===== src/sv/snow_pkg.sv =====
package snow_pkg;

    typedef enum logic [1:0] {
        ST_IDLE,
        ST_INIT,
        ST_OUT
    } state_t;

    typedef struct packed {
        logic load;
        logic init_round;
        logic step;
        logic key_lo;
        logic key_hi;
    } cmd_t;

    localparam int unsigned INIT_ROUNDS = 16;
    localparam logic [15:0] POLY_A = 16'h4a6d;
    localparam logic [15:0] POLY_B = 16'hcc87;

    localparam logic [7:0] SBOX [256] = '{
        8'h63,8'h7c,8'h77,8'h7b,8'hf2,8'h6b,8'h6f,8'hc5,8'h30,8'h01,8'h67,8'h2b,8'hfe,8'hd7,8'hab,8'h76,
        8'hca,8'h82,8'hc9,8'h7d,8'hfa,8'h59,8'h47,8'hf0,8'had,8'hd4,8'ha2,8'haf,8'h9c,8'ha4,8'h72,8'hc0,
        8'hb7,8'hfd,8'h93,8'h26,8'h36,8'h3f,8'hf7,8'hcc,8'h34,8'ha5,8'he5,8'hf1,8'h71,8'hd8,8'h31,8'h15,
        8'h04,8'hc7,8'h23,8'hc3,8'h18,8'h96,8'h05,8'h9a,8'h07,8'h12,8'h80,8'he2,8'heb,8'h27,8'hb2,8'h75,
        8'h09,8'h83,8'h2c,8'h1a,8'h1b,8'h6e,8'h5a,8'ha0,8'h52,8'h3b,8'hd6,8'hb3,8'h29,8'he3,8'h2f,8'h84,
        8'h53,8'hd1,8'h00,8'hed,8'h20,8'hfc,8'hb1,8'h5b,8'h6a,8'hcb,8'hbe,8'h39,8'h4a,8'h4c,8'h58,8'hcf,
        8'hd0,8'hef,8'haa,8'hfb,8'h43,8'h4d,8'h33,8'h85,8'h45,8'hf9,8'h02,8'h7f,8'h50,8'h3c,8'h9f,8'ha8,
        8'h51,8'ha3,8'h40,8'h8f,8'h92,8'h9d,8'h38,8'hf5,8'hbc,8'hb6,8'hda,8'h21,8'h10,8'hff,8'hf3,8'hd2,
        8'hcd,8'h0c,8'h13,8'hec,8'h5f,8'h97,8'h44,8'h17,8'hc4,8'ha7,8'h7e,8'h3d,8'h64,8'h5d,8'h19,8'h73,
        8'h60,8'h81,8'h4f,8'hdc,8'h22,8'h2a,8'h90,8'h88,8'h46,8'hee,8'hb8,8'h14,8'hde,8'h5e,8'h0b,8'hdb,
        8'he0,8'h32,8'h3a,8'h0a,8'h49,8'h06,8'h24,8'h5c,8'hc2,8'hd3,8'hac,8'h62,8'h91,8'h95,8'he4,8'h79,
        8'he7,8'hc8,8'h37,8'h6d,8'h8d,8'hd5,8'h4e,8'ha9,8'h6c,8'h56,8'hf4,8'hea,8'h65,8'h7a,8'hae,8'h08,
        8'hba,8'h78,8'h25,8'h2e,8'h1c,8'ha6,8'hb4,8'hc6,8'he8,8'hdd,8'h74,8'h1f,8'h4b,8'hbd,8'h8b,8'h8a,
        8'h70,8'h3e,8'hb5,8'h66,8'h48,8'h03,8'hf6,8'h0e,8'h61,8'h35,8'h57,8'hb9,8'h86,8'hc1,8'h1d,8'h9e,
        8'he1,8'hf8,8'h98,8'h11,8'h69,8'hd9,8'h8e,8'h94,8'h9b,8'h1e,8'h87,8'he9,8'hce,8'h55,8'h28,8'hdf,
        8'h8c,8'ha1,8'h89,8'h0d,8'hbf,8'he6,8'h42,8'h68,8'h41,8'h99,8'h2d,8'h0f,8'hb0,8'h54,8'hbb,8'h16
    };

    function automatic logic [7:0] xtime(input logic [7:0] x);
        return {x[6:0], 1'b0} ^ (x[7] ? 8'h1b : 8'h00);
    endfunction

    function automatic logic [127:0] lane_mul_x(input logic [127:0] x, input logic [15:0] poly);
        logic [127:0] r;
        for (int i = 0; i < 8; i++) begin
            r[16*i +: 16] = {x[16*i +: 15], 1'b0} ^ (x[16*i+15] ? poly : 16'h0000);
        end
        return r;
    endfunction

    function automatic logic [127:0] add32x4(input logic [127:0] a, input logic [127:0] b);
        logic [127:0] r;
        for (int i = 0; i < 4; i++) begin
            r[32*i +: 32] = a[32*i +: 32] + b[32*i +: 32];
        end
        return r;
    endfunction

    function automatic logic [127:0] aes_round(input logic [127:0] s, input logic [127:0] k);
        logic [7:0] t [16];
        logic [7:0] all;
        logic [127:0] o;
        for (int c = 0; c < 4; c++) begin
            for (int r = 0; r < 4; r++) begin
                t[r + 4*c] = SBOX[s[8*(r + 4*((c + r) % 4)) +: 8]];
            end
        end
        for (int c = 0; c < 4; c++) begin
            all = t[4*c] ^ t[4*c+1] ^ t[4*c+2] ^ t[4*c+3];
            for (int r = 0; r < 4; r++) begin
                o[8*(4*c + r) +: 8] = t[4*c+r] ^ all ^ xtime(t[4*c+r] ^ t[4*c + ((r + 1) % 4)]);
            end
        end
        return o ^ k;
    endfunction

    function automatic logic [127:0] sigma(input logic [127:0] s);
        logic [127:0] o;
        for (int i = 0; i < 16; i++) begin
            o[8*i +: 8] = s[8*(4*(i % 4) + i / 4) +: 8];
        end
        return o;
    endfunction

endpackage


===== src/sv/snow_ctrl.sv =====
module snow_ctrl
    import snow_pkg::*;
(
    input  logic clk,
    input  logic rst_n,
    input  logic in_valid,
    input  logic op,
    output logic in_ready,
    output logic out_valid,
    input  logic out_ready,
    output cmd_t cmd
);

    state_t     state_reg, state_next;
    logic [3:0] cnt_reg, cnt_next;

    always_ff @(posedge clk or negedge rst_n)
    begin
        if (!rst_n)
        begin
            state_reg <= ST_IDLE;
            cnt_reg   <= '0;
        end
        else
        begin
            state_reg <= state_next;
            cnt_reg   <= cnt_next;
        end
    end

    always_comb
    begin
        state_next = state_reg;
        cnt_next   = cnt_reg;
        case (state_reg)
            ST_IDLE:
            begin
                if (in_valid)
                begin
                    state_next = op ? ST_OUT : ST_INIT;
                    cnt_next   = '0;
                end
            end
            ST_INIT:
            begin
                cnt_next = cnt_reg + 4'd1;
                if (cnt_reg == 4'(INIT_ROUNDS - 1))
                begin
                    state_next = ST_IDLE;
                end
            end
            ST_OUT:
            begin
                if (out_ready)
                begin
                    state_next = in_valid ? (op ? ST_OUT : ST_INIT) : ST_IDLE;
                    cnt_next   = '0;
                end
            end
            default: state_next = ST_IDLE;
        endcase
    end

    always_comb
    begin
        in_ready       = 1'b0;
        out_valid      = 1'b0;
        cmd            = '0;
        case (state_reg)
            ST_IDLE:
            begin
                in_ready = 1'b1;
            end
            ST_INIT:
            begin
                cmd.init_round = 1'b1;
                cmd.key_lo     = (cnt_reg == 4'(INIT_ROUNDS - 2));
                cmd.key_hi     = (cnt_reg == 4'(INIT_ROUNDS - 1));
            end
            ST_OUT:
            begin
                out_valid = 1'b1;
                in_ready  = out_ready;
            end
            default: ;
        endcase
        cmd.load = in_valid && in_ready && !op;
        cmd.step = in_valid && in_ready && op;
    end

endmodule


===== config.mk =====
export PLATFORM = sky130hd
export DESIGN_NAME = snow_ctrl
export DESIGN_NICKNAME = d
export VERILOG_FILES = /design/src/sv/snow_pkg.sv /design/src/sv/snow_ctrl.sv
export SDC_FILE = /design/constraint.sdc
export NUM_CORES = 1
export LEC_CHECK = 0
export BUFFER_PORTS_ARGS = -buffer_cell sky130_fd_sc_hd__buf_2
export CORE_AREA = 2 2 39 41
export CTS_BUF_LIST = sky130_fd_sc_hd__clkbuf_2
export CTS_CLUSTER_DIAMETER = 30
export DETAILED_ROUTE_END_ITERATION = 10
export DIE_AREA = 0 0 41 43
export SLEW_MARGIN = 30
export SYNTH_ARGS = -nofsm -noshare
export SYNTH_HDL_FRONTEND = slang
export SYNTH_SLANG_ARGS = --single-unit

===== constraint.sdc =====
create_clock -name clk -period 3.2 [get_ports clk]
set_input_delay 0.48 -clock clk [delete_from_list [all_inputs] [get_ports clk]]
set_output_delay 0.48 -clock clk [all_outputs]
set_load 0.01 [all_outputs]

==> impl_metrics.ini, run 1 <==
[run_status]
status = finished, final reports clean

[setup_path]
reg2regPathDepth = 2
timing.critical_path.from = state_reg[1]$_DFFE_PN0P_
reg2reg_from = state_reg[0]$_DFFE_PN0P_
cp.arrival_ns = 1.41
critPathLaunchType = register
crit_type = register to output port
r2r_end = cnt_reg[2]$_DFFE_PN0P_
critPathCapture = cmd[2]
worstSetupEndpointType = output port
critPathRequiredTime_ns = 2.72
worstPathMaxFanout = 8
r2r_slack_ns = 1.97

[placed_design]
gp_congestion = 0.675
port_buffers = 11
hpwlAfterDp_microns = 573
post-place-ws_ns = 1.50

[sta]
period_share = 0.592
hold_viol = 0
worst_pin_slew_ns = 0.475
rsz0062_at_grt = false
relSlewSlack = 0.683
finalSetupViolations = 0
fin_tns_setup_ns = 0
fin_skew_ns = 0.00615
slew_violations = 0
fmax_mhz = 528
min_period_ns = 1.89
layout_setup_ws_ns = 1.31

[clock_tree]
cts_tree = done
cts_resized = 0
cts_buffers = 3
cts.sinks = 6
cts_hold_buf = 0
cts_root_buf = clkbuf_2
htreeDepth = 1
post_cts_buffers = 0
clock_latency_ns = 0.23
clk_pin_slew_ns = 0.07
cts_buffer_depth = 2

[routing]
wl_per_cell_microns = 11.3
first_iter_violations = 4
postRouteAntennaNets = 0
dr.pass1.iters = 2
routed_wl_microns = 770
vias = 324
vias_per_cell = 4.76
route.detailed.drc = 0

[grt]
grt_max_degree = 10
grt.overflow.total = 0
grt_pass1_wl_microns = 1180
track_usage = 0.109
grt_pass1_vias = 269
antenna_found_initial = 0

[floorplan]
core_area_sq_um = 1380
dieArea_sq_um = 1760
dieHeight_microns = 43
rows = 14
num_io_pins = 12
start_util = 0.301
dieWidth_microns = 41

[synthesis]
synth_top_area_cell = dfrtp_1
netlist_area_sq_um = 417
synth_top_area_frac = 0.360
ys_ff_latch = 6
seq_area_frac_synth = 0.360
synth_nets = 47
synth_cells = 40
yosysWarnings = 0
synth_area_leaders = dfrtp_1 36%, nand2b_4 6.6%, a22o_1 6.3%
ys_types = 19
avgSynthCellArea_sq_um = 10.4

[final_layout]
drive_gt1_frac = 0.385
final_common_cell = buf_2
largest_reg_flops = 4
antenna_cells = 0
syn2layout_area_growth_pct = 16.2
fill_cells = 150
nNetsFinal = 61
layout_common_cells = 11 x buf_2, 6 x dfrtp_1, 4 x inv_1

[run]
cap_violations = 0

[power_and_ir_drop]
power-per-cell-area_nw_per_um2 = 773
irDropWorstVdd_mv = 0.170
p_leak_nw = 0.261

[hold_path]
hold_path_class = primary input to asynchronous set/reset pin
==> worst min-delay path by stage <==
stage | end | slack [ns] | cells after the start | start
2_1_floorplan | cnt_reg[0]$_DFFE_PN0P_ | 0.18 | 0 | rst_n
3_3_place_gp | cnt_reg[2]$_DFFE_PN0P_ | 0.31 | 1 | rst_n
3_5_place_dp | cnt_reg[2]$_DFFE_PN0P_ | 0.31 | 1 | rst_n
4_1_cts | state_reg[0]$_DFFE_PN0P_ | 0.06 | 1 | rst_n
5_1_grt | state_reg[0]$_DFFE_PN0P_ | 0.05 | 1 | rst_n
6_report | state_reg[0]$_DFFE_PN0P_ | 0.07 | 1 | rst_n
==> Yosys cell counts <==
| cell | n |
|---|---|
| a211o_1 | 1 |
| a21oi_1 | 2 |
| a22o_1 | 3 |
| a32o_1 | 1 |
| and3_2 | 2 |
| buf_6 | 2 |
| dfrtp_1 | 6 |
| ha_1 | 2 |
| inv_1 | 4 |
| nand2_1 | 3 |
| nand2b_4 | 2 |
| nand3_1 | 2 |
| nand4b_1 | 1 |
| nor2_1 | 3 |
| nor2b_4 | 1 |
| nor3b_1 | 1 |
| o21ai_0 | 1 |
| o31ai_4 | 1 |
| xnor2_1 | 2 |
==> kinds of logic (layout without fill, tap and decap cells) <==
group                    count (synthesis)  in the layout  synth area share
AND/OR/NAND/NOR                         15             15             0.252
XOR/XNOR                                 2              2            0.0420
AO/OA/AOI/OAI                            9              9             0.195
flip-flops                               6              6             0.360
buffers and inverters                    6             18            0.0901
adder cells (fa/ha/maj)                  2              2            0.0601
==> through the flow <==
stage / hold slack, ns / instance area (sq um) / power (mW) / utilization / cells
CTS: 0.0569 / 484 / 0.379 / 0.350 / 68
detailed placement: 0.314 / 469 / 0.322 / 0.339 / 65
global placement: 0.312 / 469 / 0.320 / 0.339 / 65
finish: 0.0662 / 484 / 0.374 / 0.350 / 68
global route: 0.0468 / 484 / 0.408 / 0.350 / 68
floorplan: 0.184 / 417 / 0.293 / - / 40
==> routing by layer <==
layer / vias up / share of wire / global-route usage
li1: 165 / - / -
met1: 147 / 0.49 / 0.129
met2: 8 / 0.44 / 0.138
met3: 4 / 0.036 / 0.0314
met4: 0 / 0.035 / 0.120
met5: - / 0 / 0
==> report_power, final <==
part	internal (mW)	switching (mW)
registers	0.103	0.0626
logic	0.0855	0.0693
clock network	0.0254	0.0289
==> critical path, cell delays in order, from the launching register on <==
cell and delay, ns:
dfrtp_1 0.58, nand2b_4 0.11, nor2b_4 0.15, and3_2 0.22, buf_2 0.13
==> layout make-up <==
cell class | count | area, sq um | share of cell area
Clock buffer | 3 | 15.0 | 0.0310
Tap cell | 16 | 20.0 | 0.0413
Multi-Input combinational cell | 28 | 229 | 0.473
Timing Repair Buffer | 11 | 55.1 | 0.114
Sequential cell | 6 | 150 | 0.310
Inverter | 4 | 15.0 | 0.0310
No activity file was read; power rests on OpenSTA's default activity.
==> run 2, diff against run 1 <==
--- a/config.mk
+++ b/config.mk
@@ -5,6 +5,7 @@
 export SDC_FILE = /design/constraint.sdc
 export NUM_CORES = 1
 export LEC_CHECK = 0
+export ABC_AREA = 1
 export BUFFER_PORTS_ARGS = -buffer_cell sky130_fd_sc_hd__buf_2
 export CORE_AREA = 2 2 39 41
 export CTS_BUF_LIST = sky130_fd_sc_hd__clkbuf_2
==> constraint.sdc (replaced) <==
create_clock -name clk -period 2 [get_ports clk]
set_input_delay 0.3 -clock clk [delete_from_list [all_inputs] [get_ports clk]]
set_output_delay 0.3 -clock clk [all_outputs]
set_load 0.01 [all_outputs]
==> run 2 against run 1 <==
Combinational power grew 53%. Largest cell class unchanged. Final cell count grew 22%. Power grew 45%. Sequential power grew 35%. Worst setup slack lost 0.81 ns.
==> impl_metrics.ini, run 2 <==
[placed_design]
hpwlAfterDp_microns = 621
post-place-ws_ns = 0.747
gp_congestion = 0.731
port_buffers = 11

[final_layout]
layout_common_cells = 18 x nand2_1, 11 x buf_2, 8 x nand3_1, 8 x inv_1, 6 x dfrtp_1
largest_reg_flops = 4
nNetsFinal = 76
syn2layout_area_growth_pct = 27.3
final_common_cell = nand2_1
utilization = 0.337
drive_gt1_frac = 0.269
antenna_cells = 0

[sta]
hold_slack_ns = 0.367
fin_skew_ns = 0.00857
hold_viol = 0
relSlewSlack = 0.855
min_period_ns = 1.50
slew_violations = 0
worst_pin_slew_ns = 0.217
period_share = 0.750
fmax_mhz = 667
rsz0062_at_grt = false
finalSetupViolations = 0
layout_setup_ws_ns = 0.500
fin_tns_setup_ns = 0

[routing]
routed_wl_microns = 754
first_iter_violations = 7
postRouteAntennaNets = 0
vias_per_cell = 4.41
wl_per_cell_microns = 9.08
dr.pass1.iters = 4
vias = 366
route.detailed.drc = 0

[grt]
grt.overflow.total = 0
antenna_found_initial = 0
track_usage = 0.106
grt_pass1_vias = 288
grt_pass1_wl_microns = 1230
grt_max_degree = 8

[synthesis]
yosysWarnings = 0
synth_nets = 59
ys_ff_latch = 6
netlist_area_sq_um = 367
ys_types = 12
synth.most_common_cell = nand2_1
synth_cells = 52
synth_area_leaders = dfrtp_1 41%, nand2_1 18%, nand3_1 11%
async_reset_ff_frac = 1.00
seq_area_frac_synth = 0.410
synth_top_area_frac = 0.410
avgSynthCellArea_sq_um = 7.05
synthTopCellsByCount = 18 x nand2_1, 8 x inv_1, 8 x nand3_1
synth-main-ff-cell = dfrtp_1
synth-edff-count = 0
synth_top_area_cell = dfrtp_1

[setup_path]
cp_cell_sequence = ha_1 -> nand3_1 -> nor2_1 -> buf_2
timing.critical_path.from = cnt_reg[1]$_DFFE_PN0P_
critPathRequiredTime_ns = 1.70
cpMaxStageDelayCell = dfrtp_1
worstPathMaxFanout = 5
reg2reg_from = cnt_reg[0]$_DFFE_PN0P_
critPathLaunchType = register
crit_type = register to output port
cp.arrival_ns = 1.20
slowest_delay_ns = 0.42
reg2regPathDepth = 4
worstSetupEndpointType = output port

[power_and_ir_drop]
power-per-cell-area_nw_per_um2 = 1160
p_leak_nw = 0.294
irDropWorstVdd_mv = 0.289
total_power_mw = 0.542

[clock_tree]
cts_buffers = 3
cts_buffer_depth = 2
cts_resized = 0
post_cts_buffers = 0
clk_pin_slew_ns = 0.06
clock_latency_ns = 0.22
cts_tree = done
cts.sinks = 6
htreeDepth = 1
cts_root_buf = clkbuf_2

[floorplan]
dieArea_sq_um = 1760
start_util = 0.265
num_io_pins = 12
dieWidth_microns = 41
rows = 14
core_area_sq_um = 1380
dieHeight_microns = 43

[run_status]
status = finished, final reports clean

[hold_path]
hold_path_class = primary input to register
hold_path.startpoint = op
hold-path-cell-count = 3

[run]
cap_violations = 0
-- run 2: cell count changes after synthesis, sizes merged, moves of 2 or more --
cell / previous run / this run
and3: 2 / 0
inv: 4 / 10
nand3: 2 / 8
nand2b: 2 / 0
buf: 2 / 0
xnor2: 2 / 0
nand2: 3 / 18
a22o: 3 / 0
or2: 0 / 2
-- run 2: metal layers --
layer	wire [microns]	up-vias	GRT usage
li1	-	192	-
met3	43	0	0.0314
met2	366	11	0.150
met4	0	0	0.0600
met5	0	-	0
met1	344	163	0.138
-- run 2: worst max-delay path: cells and delay by family, from the launching register on --
kind / cells / cell delay (ns)
flip-flops: 1 / 0.42
AND/OR/NAND/NOR: 2 / 0.22
buffers and inverters: 1 / 0.13
adder cells (fa/ha/maj): 1 / 0.21
-- run 2: worst paths after layout --
path                                            end  slack, ns
hold reg to reg              cnt_reg[0]$_DFFE_PN0P_       0.57
max in group asynchronous    cnt_reg[3]$_DFFE_PN0P_       1.41
min in group asynchronous    cnt_reg[2]$_DFFE_PN0P_       0.44
setup reg to reg             cnt_reg[2]$_DFFE_PN0P_       0.83
hold / removal             state_reg[1]$_DFFE_PN0P_       0.37
setup / recovery                             cmd[0]       0.50
-- run 2: kinds of logic (layout without fill, tap and decap cells) --
| kind of cell | after synthesis | in the layout | synth area share |
|---|---|---|---|
| and+or+nand+nor | 33 | 33 | 0.406 |
| buffers and inverters | 10 | 25 | 0.102 |
| DFF | 6 | 6 | 0.410 |
| adders and majority gates | 2 | 2 | 0.0682 |
| AOI/OAI and AO/OA | 1 | 1 | 0.0136 |
-- run 2: power breakdown --
| group | switching [mW] | internal (mW) | total [mW] |
|---|---|---|---|
| logic | 0.145 | 0.0927 | 0.237 |
| clock network | 0.0410 | 0.0406 | 0.0816 |
| registers | 0.0580 | 0.165 | 0.223 |
| total | 0.244 | 0.299 | 0.542 |
-- run 2: timing repair --
item                       4_1_cts  5_1_grt
setup endpoints to repair        0        0
hold buffers                     1        0
hold endpoints to repair         6        0
-- run 2: metrics by stage --
stage	area [sq um]	instances
detailed placement	442	79
floorplan	367	52
global placement	442	79
finish	467	83
global route	467	83
CTS	467	83
-- run 2: layout make-up --
class	count	area [sq um]
Sequential cell	6	150
Inverter	10	37.5
Tap cell	16	20.0
Multi-Input combinational cell	36	179
Clock buffer	3	15.0
Fill cell	149	917
Timing Repair Buffer	12	65.1
